===== src/rtl/btd_pkg.sv =====
// ----------------------------------------------------------------------------
// btd_pkg
// Shared types and constants for the BER TLV stream decoder.
// ----------------------------------------------------------------------------
package btd_pkg;

    localparam int MAX_LENGTH_BYTES_DEF = 4;
    localparam logic [7:0] MAX_ARCS_RESET = 8'd128;
    localparam logic [7:0] TAG_INTEGER = 8'h02;
    localparam logic [7:0] TAG_NULL = 8'h05;
    localparam logic [7:0] TAG_OID = 8'h06;
    localparam int QUEUE_DEPTH = 2;

    typedef enum logic [2:0] {
        PH_TAG,
        PH_LEN0,
        PH_LENMORE,
        PH_VALUE,
        PH_DISCARD
    } phase_t;

    typedef enum logic [1:0] {
        KIND_TAG,
        KIND_LEN,
        KIND_VALUE,
        KIND_DISCARD
    } kind_t;

    typedef enum logic [2:0] {
        ERR_NONE,
        ERR_LEN_COUNT,
        ERR_TRUNCATED,
        ERR_INT_SIZE,
        ERR_NULL_LEN,
        ERR_EMPTY_OID,
        ERR_ARCS
    } err_t;

    typedef enum logic [1:0] {
        AFLAG_NONE,
        AFLAG_FIRST,
        AFLAG_LATER
    } aflag_t;

    typedef struct packed {
        logic [7:0]  data_byte;
        logic        buf_end;
    } req_t;

    typedef struct packed {
        logic [1:0]  byte_kind;
        logic [7:0]  data_byte;
        logic [7:0]  tag_value;
        logic [31:0] content_length;
        logic        element_done;
        logic [63:0] int_value;
        logic        int_valid;
        logic [2:0]  first_arc;
        logic [31:0] arc_value;
        logic [1:0]  arc_flag;
        logic [2:0]  error_code;
    } res_t;

endpackage


===== src/rtl/btd_front.sv =====
// ----------------------------------------------------------------------------
// btd_front
// Input stage: accepts requests and places them in a short queue.
// ----------------------------------------------------------------------------
module btd_front (
    input  logic            clk,
    input  logic            rst_n,
    input  logic            valid,
    output logic            ready,
    input  btd_pkg::req_t   req,
    output logic            q_valid,
    input  logic            q_ready,
    output btd_pkg::req_t   q_req
);

    localparam int DEPTH = btd_pkg::QUEUE_DEPTH;
    localparam int AW = $clog2(DEPTH);

    btd_pkg::req_t       mem_reg [DEPTH];
    logic [AW-1:0]       wptr_reg, wptr_next;
    logic [AW-1:0]       rptr_reg, rptr_next;
    logic [AW:0]         cnt_reg, cnt_next;
    logic                push, pop;

    assign ready = (cnt_reg != AW'(0) + (AW+1)'(DEPTH)) ? 1'b1 : 1'b0;
    assign q_valid = (cnt_reg != '0);
    assign q_req = mem_reg[rptr_reg];
    assign push = valid & ready;
    assign pop = q_valid & q_ready;

    always_comb
    begin
        wptr_next = push ? wptr_reg + AW'(1) : wptr_reg;
        rptr_next = pop ? rptr_reg + AW'(1) : rptr_reg;
        cnt_next = cnt_reg + (AW+1)'(push) - (AW+1)'(pop);
    end

    always_ff @(posedge clk or negedge rst_n)
    begin
        if (!rst_n)
        begin
            wptr_reg <= '0;
            rptr_reg <= '0;
            cnt_reg <= '0;
        end
        else
        begin
            wptr_reg <= wptr_next;
            rptr_reg <= rptr_next;
            cnt_reg <= cnt_next;
        end
    end

    always_ff @(posedge clk)
    begin
        if (push)
        begin
            mem_reg[wptr_reg] <= req;
        end
    end

endmodule


===== src/rtl/btd_back.sv =====
// ----------------------------------------------------------------------------
// btd_back
// Parser: steps the TLV state per byte and registers one result.
// ----------------------------------------------------------------------------
module btd_back #(
    parameter int MAX_LENGTH_BYTES = btd_pkg::MAX_LENGTH_BYTES_DEF
) (
    input  logic            clk,
    input  logic            rst_n,
    input  logic            q_valid,
    output logic            q_ready,
    input  btd_pkg::req_t   q_req,
    input  logic [7:0]      max_arcs,
    output logic            out_valid,
    input  logic            out_ready,
    output btd_pkg::res_t   res
);

    btd_pkg::phase_t phase_reg, phase_next;
    logic [7:0]  tag_reg, tag_next;
    logic [6:0]  lbl_reg, lbl_next;
    logic [31:0] lacc_reg, lacc_next;
    logic [31:0] vleft_reg, vleft_next;
    logic [63:0] iacc_reg, iacc_next;
    logic [31:0] aacc_reg, aacc_next;
    logic [7:0]  acnt_reg, acnt_next;
    logic        first_reg, first_next;
    logic        ov_reg;
    btd_pkg::res_t res_reg, r;
    logic        take, len_ready;
    logic [7:0]  b;
    logic [31:0] aacc_new;
    logic [63:0] iacc_new;
    logic [2:0]  q40;

    assign q_ready = !ov_reg || out_ready;
    assign take = q_valid & q_ready;
    assign out_valid = ov_reg;
    assign res = res_reg;
    assign b = q_req.data_byte;

    always_comb
    begin
        if (b >= 8'd240) q40 = 3'd6;
        else if (b >= 8'd200) q40 = 3'd5;
        else if (b >= 8'd160) q40 = 3'd4;
        else if (b >= 8'd120) q40 = 3'd3;
        else if (b >= 8'd80) q40 = 3'd2;
        else if (b >= 8'd40) q40 = 3'd1;
        else q40 = 3'd0;
    end

    always_comb
    begin
        phase_next = phase_reg;
        tag_next = tag_reg;
        lbl_next = lbl_reg;
        lacc_next = lacc_reg;
        vleft_next = vleft_reg;
        iacc_next = iacc_reg;
        aacc_next = aacc_reg;
        acnt_next = acnt_reg;
        first_next = first_reg;
        len_ready = 1'b0;
        r = '0;
        r.byte_kind = btd_pkg::KIND_DISCARD;
        r.data_byte = b;
        iacc_new = first_reg ? {{56{b[7]}}, b} : {iacc_reg[55:0], b};
        aacc_new = {aacc_reg[24:0], b[6:0]};
        case (phase_reg)
            btd_pkg::PH_TAG:
            begin
                r.byte_kind = btd_pkg::KIND_TAG;
                tag_next = b;
                lacc_next = '0;
                vleft_next = '0;
                phase_next = btd_pkg::PH_LEN0;
            end
            btd_pkg::PH_LEN0:
            begin
                r.byte_kind = btd_pkg::KIND_LEN;
                if (!b[7])
                begin
                    lacc_next = {24'd0, b};
                    len_ready = 1'b1;
                end
                else if (b[6:0] == 7'd0 || b[6:0] > 7'(MAX_LENGTH_BYTES))
                begin
                    r.error_code = btd_pkg::ERR_LEN_COUNT;
                    phase_next = btd_pkg::PH_DISCARD;
                end
                else
                begin
                    lbl_next = b[6:0];
                    lacc_next = '0;
                    phase_next = btd_pkg::PH_LENMORE;
                end
            end
            btd_pkg::PH_LENMORE:
            begin
                r.byte_kind = btd_pkg::KIND_LEN;
                lacc_next = {lacc_reg[23:0], b};
                lbl_next = (lbl_reg != '0) ? lbl_reg - 7'd1 : lbl_reg;
                if (lbl_next == '0)
                begin
                    len_ready = 1'b1;
                end
            end
            btd_pkg::PH_VALUE:
            begin
                r.byte_kind = btd_pkg::KIND_VALUE;
                if (tag_reg == btd_pkg::TAG_INTEGER)
                begin
                    iacc_next = iacc_new;
                    if (vleft_reg == 32'd1)
                    begin
                        r.int_valid = 1'b1;
                        r.int_value = iacc_new;
                    end
                end
                else if (tag_reg == btd_pkg::TAG_OID)
                begin
                    if (first_reg)
                    begin
                        if (max_arcs < 8'd2)
                        begin
                            r.error_code = btd_pkg::ERR_ARCS;
                        end
                        else
                        begin
                            r.first_arc = q40;
                            r.arc_value = {24'd0, b - 8'(q40) * 8'd40};
                            r.arc_flag = btd_pkg::AFLAG_FIRST;
                            acnt_next = 8'd2;
                        end
                    end
                    else
                    begin
                        aacc_next = aacc_new;
                        if (!b[7])
                        begin
                            if (acnt_reg >= max_arcs)
                            begin
                                r.error_code = btd_pkg::ERR_ARCS;
                            end
                            else
                            begin
                                r.arc_value = aacc_new;
                                r.arc_flag = btd_pkg::AFLAG_LATER;
                                acnt_next = acnt_reg + 8'd1;
                                aacc_next = '0;
                            end
                        end
                    end
                end
                first_next = 1'b0;
                if (r.error_code != btd_pkg::ERR_NONE)
                begin
                    r.int_valid = 1'b0;
                    r.int_value = '0;
                    phase_next = btd_pkg::PH_DISCARD;
                end
                else
                begin
                    vleft_next = (vleft_reg != '0) ? vleft_reg - 32'd1 : vleft_reg;
                    if (vleft_next == '0)
                    begin
                        r.element_done = 1'b1;
                        phase_next = btd_pkg::PH_TAG;
                    end
                end
            end
            default:
            begin
                phase_next = btd_pkg::PH_DISCARD;
            end
        endcase

        if (len_ready)
        begin
            vleft_next = lacc_next;
            first_next = 1'b1;
            iacc_next = '0;
            aacc_next = '0;
            acnt_next = '0;
            if (tag_reg == btd_pkg::TAG_INTEGER &&
                (lacc_next < 32'd1 || lacc_next > 32'd8))
            begin
                r.error_code = btd_pkg::ERR_INT_SIZE;
                phase_next = btd_pkg::PH_DISCARD;
            end
            else if (tag_reg == btd_pkg::TAG_NULL && lacc_next != '0)
            begin
                r.error_code = btd_pkg::ERR_NULL_LEN;
                phase_next = btd_pkg::PH_DISCARD;
            end
            else if (tag_reg == btd_pkg::TAG_OID && lacc_next == '0)
            begin
                r.error_code = btd_pkg::ERR_EMPTY_OID;
                phase_next = btd_pkg::PH_DISCARD;
            end
            else if (lacc_next == '0)
            begin
                r.element_done = 1'b1;
                phase_next = btd_pkg::PH_TAG;
            end
            else
            begin
                phase_next = btd_pkg::PH_VALUE;
            end
        end

        r.tag_value = tag_next;
        r.content_length = lacc_next;

        if (q_req.buf_end)
        begin
            if (r.error_code == btd_pkg::ERR_NONE && phase_next != btd_pkg::PH_TAG &&
                phase_next != btd_pkg::PH_DISCARD)
            begin
                r.error_code = btd_pkg::ERR_TRUNCATED;
            end
            phase_next = btd_pkg::PH_TAG;
            tag_next = '0;
            lbl_next = '0;
            lacc_next = '0;
            vleft_next = '0;
            iacc_next = '0;
            aacc_next = '0;
            acnt_next = '0;
            first_next = 1'b1;
        end
    end

    always_ff @(posedge clk or negedge rst_n)
    begin
        if (!rst_n)
        begin
            phase_reg <= btd_pkg::PH_TAG;
            tag_reg <= '0;
            lbl_reg <= '0;
            lacc_reg <= '0;
            vleft_reg <= '0;
            iacc_reg <= '0;
            aacc_reg <= '0;
            acnt_reg <= '0;
            first_reg <= 1'b1;
            ov_reg <= 1'b0;
        end
        else
        begin
            if (take)
            begin
                phase_reg <= phase_next;
                tag_reg <= tag_next;
                lbl_reg <= lbl_next;
                lacc_reg <= lacc_next;
                vleft_reg <= vleft_next;
                iacc_reg <= iacc_next;
                aacc_reg <= aacc_next;
                acnt_reg <= acnt_next;
                first_reg <= first_next;
            end
            if (q_ready)
            begin
                ov_reg <= q_valid;
            end
        end
    end

    always_ff @(posedge clk)
    begin
        if (take)
        begin
            res_reg <= r;
        end
    end

endmodule


===== src/rtl/ber_tlv_stream_decoder.sv =====
// ----------------------------------------------------------------------------
// ber_tlv_stream_decoder
// Parses a BER byte stream into TLV elements, one result per input byte.
// ----------------------------------------------------------------------------
//  channel  | signals                                   | direction
//  input    | in_valid, in_ready, in_byte, buf_end      | in
//  output   | out_valid, out_ready, byte_kind .. error  | out
//  config   | cfg_we, cfg_wdata (max_arcs)              | in
//
// One byte per cycle sustained while out_ready is high (input queue, then
// result register). Throughput is set by btd_back's per-byte parser step.
// Reset clears all parse state and sets max_arcs to 128.
// A stalled output fills the two-entry input queue, then drops in_ready.
// ----------------------------------------------------------------------------
module ber_tlv_stream_decoder #(
    parameter int MAX_LENGTH_BYTES = btd_pkg::MAX_LENGTH_BYTES_DEF
) (
    input  logic               clk,
    input  logic               rst_n,
    input  logic               in_valid,
    output logic               in_ready,
    input  logic [7:0]         in_byte,
    input  logic               buf_end,
    output logic               out_valid,
    input  logic               out_ready,
    output logic [1:0]         byte_kind,
    output logic [7:0]         data_byte,
    output logic [7:0]         tag_value,
    output logic [31:0]        content_length,
    output logic               element_done,
    output logic signed [63:0] int_value,
    output logic               int_valid,
    output logic [2:0]         first_arc,
    output logic [31:0]        arc_value,
    output logic [1:0]         arc_flag,
    output logic [2:0]         error_code,
    input  logic               cfg_we,
    input  logic [7:0]         cfg_wdata
);

    logic [7:0]     max_arcs_reg;
    btd_pkg::req_t  req, q_req;
    btd_pkg::res_t  res;
    logic           q_valid, q_ready;

    always_ff @(posedge clk or negedge rst_n)
    begin
        if (!rst_n)
        begin
            max_arcs_reg <= btd_pkg::MAX_ARCS_RESET;
        end
        else if (cfg_we)
        begin
            max_arcs_reg <= cfg_wdata;
        end
    end

    assign req.data_byte = in_byte;
    assign req.buf_end = buf_end;

    btd_front u_front (
        .clk     (clk),
        .rst_n   (rst_n),
        .valid   (in_valid),
        .ready   (in_ready),
        .req     (req),
        .q_valid (q_valid),
        .q_ready (q_ready),
        .q_req   (q_req)
    );

    btd_back #(
        .MAX_LENGTH_BYTES (MAX_LENGTH_BYTES)
    ) u_back (
        .clk       (clk),
        .rst_n     (rst_n),
        .q_valid   (q_valid),
        .q_ready   (q_ready),
        .q_req     (q_req),
        .max_arcs  (max_arcs_reg),
        .out_valid (out_valid),
        .out_ready (out_ready),
        .res       (res)
    );

    assign byte_kind = res.byte_kind;
    assign data_byte = res.data_byte;
    assign tag_value = res.tag_value;
    assign content_length = res.content_length;
    assign element_done = res.element_done;
    assign int_value = res.int_value;
    assign int_valid = res.int_valid;
    assign first_arc = res.first_arc;
    assign arc_value = res.arc_value;
    assign arc_flag = res.arc_flag;
    assign error_code = res.error_code;

endmodule


===== config.mk =====
export PLATFORM = sky130hd
export DESIGN_NAME = ber_tlv_stream_decoder
export DESIGN_NICKNAME = d
export VERILOG_FILES = /design/src/rtl/btd_pkg.sv /design/src/rtl/btd_front.sv /design/src/rtl/btd_back.sv /design/src/rtl/ber_tlv_stream_decoder.sv
export SDC_FILE = /design/constraint.sdc
export NUM_CORES = 1
export LEC_CHECK = 0
export ABC_CLOCK_PERIOD_IN_PS = 7000
export BUFFER_PORTS_ARGS = -buffer_cell sky130_fd_sc_hd__buf_2
export CORE_UTILIZATION = 44
export DETAILED_ROUTE_END_ITERATION = 10
export PLACE_DENSITY = 0.68
export SYNTH_ARGS = -nofsm -noshare
export SYNTH_HDL_FRONTEND = slang
export SYNTH_SLANG_ARGS = --single-unit

===== constraint.sdc =====
create_clock -name clk -period 7 [get_ports clk]
set_clock_uncertainty 0.05 [all_clocks]
set_input_delay 0.7 -clock clk [delete_from_list [all_inputs] [get_ports clk]]
set_output_delay 0.7 -clock clk [all_outputs]
set_load 0.01 [all_outputs]

==> impl_metrics.py <==
metrics = {
    "outcome": {
        "outcome": "complete, no violations",
    },
    "timing": {
        "hold_viol": 0,
        "slew_headroom_pct": 22.6,
        "final.setup.tns_ns": 0,
        "fin_crit_sh_pct": 61.2,
        "setup_violations": 0,
        "rsz0062_at_grt": "no",
        "whs_ns": 0.200,
        "max_clock_freq_ghz": 0.233,
        "finalCriticalPeriod_ns": 4.29,
        "worstMarginPinSlew_ns": 1.16,
        "maxSlewViolCount": 0,
    },
    "grt": {
        "grt_use_total_pct": 21.9,
        "grt_pass1_wl_um": 65600,
        "grt_overflow_total": 0,
        "grt_pass1_vias": 11800,
        "antenna_found_initial": 0,
        "grt_max_degree": 115,
    },
    "worst_hold_path": {
        "hold_path.class": "input pin to async pin",
    },
    "cts": {
        "cts_resized": 0,
        "clkSinkCount": 359,
        "cts_buffers": 38,
        "cts_tree": "yes",
        "clk_pin_slew_ns": 0.06,
        "clkLatencyLatePin_ns": 0.54,
        "cts_htree_levels": 2,
        "cts_root_buf": "clkbuf_16",
        "cts_buffer_depth": 3,
        "postCtsHoldBufs": 0,
        "cts_setup_buffers": 0,
    },
    "route": {
        "final_antenna_net_count": 0,
        "routed_via_density": 5.74,
        "routed_wl_um": 41700,
        "vias": 12200,
        "first_pass_iters": 6,
        "drt_iter0_markers": 1106,
        "drc_errors": 0,
        "wl_per_cell_um": 19.5,
    },
    "final_layout": {
        "area_growth_pct": 15.7,
        "drive_above_1_share_pct": 18.3,
        "fin_nets": 1678,
        "layout_common_cells": "183 x dfrtp_1, 178 x buf_2, 174 x edfxtp_1",
        "layout_commonest_cell": "dfrtp_1",
        "fin_util_pct": 51.6,
        "largest_reg_flops": 156,
        "diodes": 0,
    },
    "die": {
        "num_io_pins": 180,
        "start_util_pct": 44.6,
        "die_h_um": 194,
        "fp-row-count": 70,
        "fp.dieArea_um2": 37800,
        "core_um2": 36500,
        "die_w_um": 194,
    },
    "synth": {
        "ys_types": 81,
        "netlist_area_um2": 16300,
        "synth_seq_cells": 359,
        "synth_flop_cell": "dfrtp_1",
        "synth_cells": 1478,
        "ys_seq_area_share_pct": 60.5,
        "postSynthAreaPerCell_um2": 11.0,
        "syn_nets": 1522,
        "async_flop_share_pct": 51.5,
        "ys_warn_count": 0,
        "synth_edf_count": 174,
    },
    "power_and_ir_drop": {
        "total_power_mw": 8.56,
        "leakage_nw": 8.23,
        "ir_worst_vdd_v": 0.000210,
        "power_density_nw_per_um2": 454,
    },
    "critical_path": {
        "critPathLaunchType": "flip-flop",
        "end_kind": "flip-flop",
        "crit_start": "u_back.lbl_reg[0]",
        "r2r_start": "u_back.lbl_reg[0]",
        "regToRegSetupSlack_ns": 2.71,
        "crit_type": "flip-flop to flip-flop",
        "cp_max_fo": 27,
        "required_ns": 7.36,
        "cp.arrival_ns": 4.64,
    },
    "run": {
        "max_cap_violations": 0,
    },
    "placement": {
        "port_buffers": 179,
        "hpwl_um": 28300,
        "place_congestion": 0.895,
    },
}
metrics by stage:
step | worst slack [ns] | instance area (µm²) | cells
5_1_grt | 2.42 | 18900 | 2132
3_3_place_gp | 3.05 | 17600 | 2062
4_1_cts | 2.73 | 18900 | 2132
6_report | 2.71 | 18900 | 2132
3_5_place_dp | 2.75 | 17600 | 2062
2_1_floorplan | 0.540 | 16300 | 1478
worst max-delay path: stages (launching register included):
cell and delay (ns):
dfrtp_1 0.42, inv_1 0.12, ha_1 0.17, nor2b_1 0.37, a2111oi_0 0.22, a41oi_1 0.35, o41a_1 0.56, nand2_2 0.37
o21ai_2 0.98, nor3_4 0.27, a22o_1 0.27
worst paths after layout:
kind	to	depth (start not counted)
setup / recovery	u_back.aacc_reg[18]	10
hold / removal	u_back.vleft_reg[22]	1
setup reg to reg	u_back.aacc_reg[18]	10
hold reg to reg	u_back.iacc_reg[26]	2
max in group asynchronous	u_back.aacc_reg[2]	2
min in group clk	u_front.mem_reg[0][6]	1
Yosys cell counts, types with 9 or more instances:
library cell  count  area, µm²
o21a_1           11       82.6
o21ai_1          58        290
buf_2            10       50.1
clkbuf_1         66        248
o21ai_0         147        736
nand3_1          18       90.1
nor4_1           14       87.6
a22oi_1          23        173
nor3_1           22        110
a21oi_1          45        225
a21o_1            9       67.6
nand4_1          11       68.8
mux2i_1          11        110
a22o_1           49        429
edfxtp_1        174       5230
o31ai_1          11       82.6
ha_1             21        263
xor2_1           13        114
dfrtp_1         183       4580
and2_1           10       62.6
o22ai_1          18        113
nor2_1          135        507
a31oi_1           9       56.3
xnor2_1          14        123
inv_1            61        229
nand2_1         165        619
or3_1            11       68.8
and3_1           31        194
routing by layer:
layer  wire length (µm)  track usage [%]  share of wire, %
met5                  0                0                 0
met3               2550             3.28               6.1
met4               1270             7.91               3.1
met1              18300             30.6                44
met2              19600             34.8                47
final cells by class:
| cell class | count | area, µm² |
|---|---|---|
| fill | 3256 | 17700 |
| sequential | 359 | 9860 |
| multi-input combinational | 971 | 5870 |
| timing repair buffer | 201 | 1070 |
| clock buffer | 48 | 1020 |
| tap | 468 | 586 |
| inverter | 63 | 241 |
| clock inverter | 22 | 211 |
cell families (layout without fill, tap and decap cells):
logic type | after synthesis | count (layout) | share of synthesized area, %
AOI/OAI and AO/OA | 440 | 440 | 17.5
DFF | 359 | 359 | 60.5
buffers and inverters | 148 | 334 | 3.74
xor gates and xnor gates | 27 | 27 | 1.45
adders and majority gates | 22 | 22 | 1.74
and+or+nand+nor | 467 | 467 | 14.1
muxes | 15 | 15 | 0.952
power breakdown:
| group | switching [mW] | leakage (nW) | internal (mW) | total (mW) |
|---|---|---|---|---|
| Sequential | 0.312 | 4.26 | 2.83 | 3.15 |
| Combinational | 2.30 | 3.37 | 1.13 | 3.43 |
| Clock | 0.830 | 0.605 | 1.15 | 1.98 |
Power figures use the tool's default switching activity.
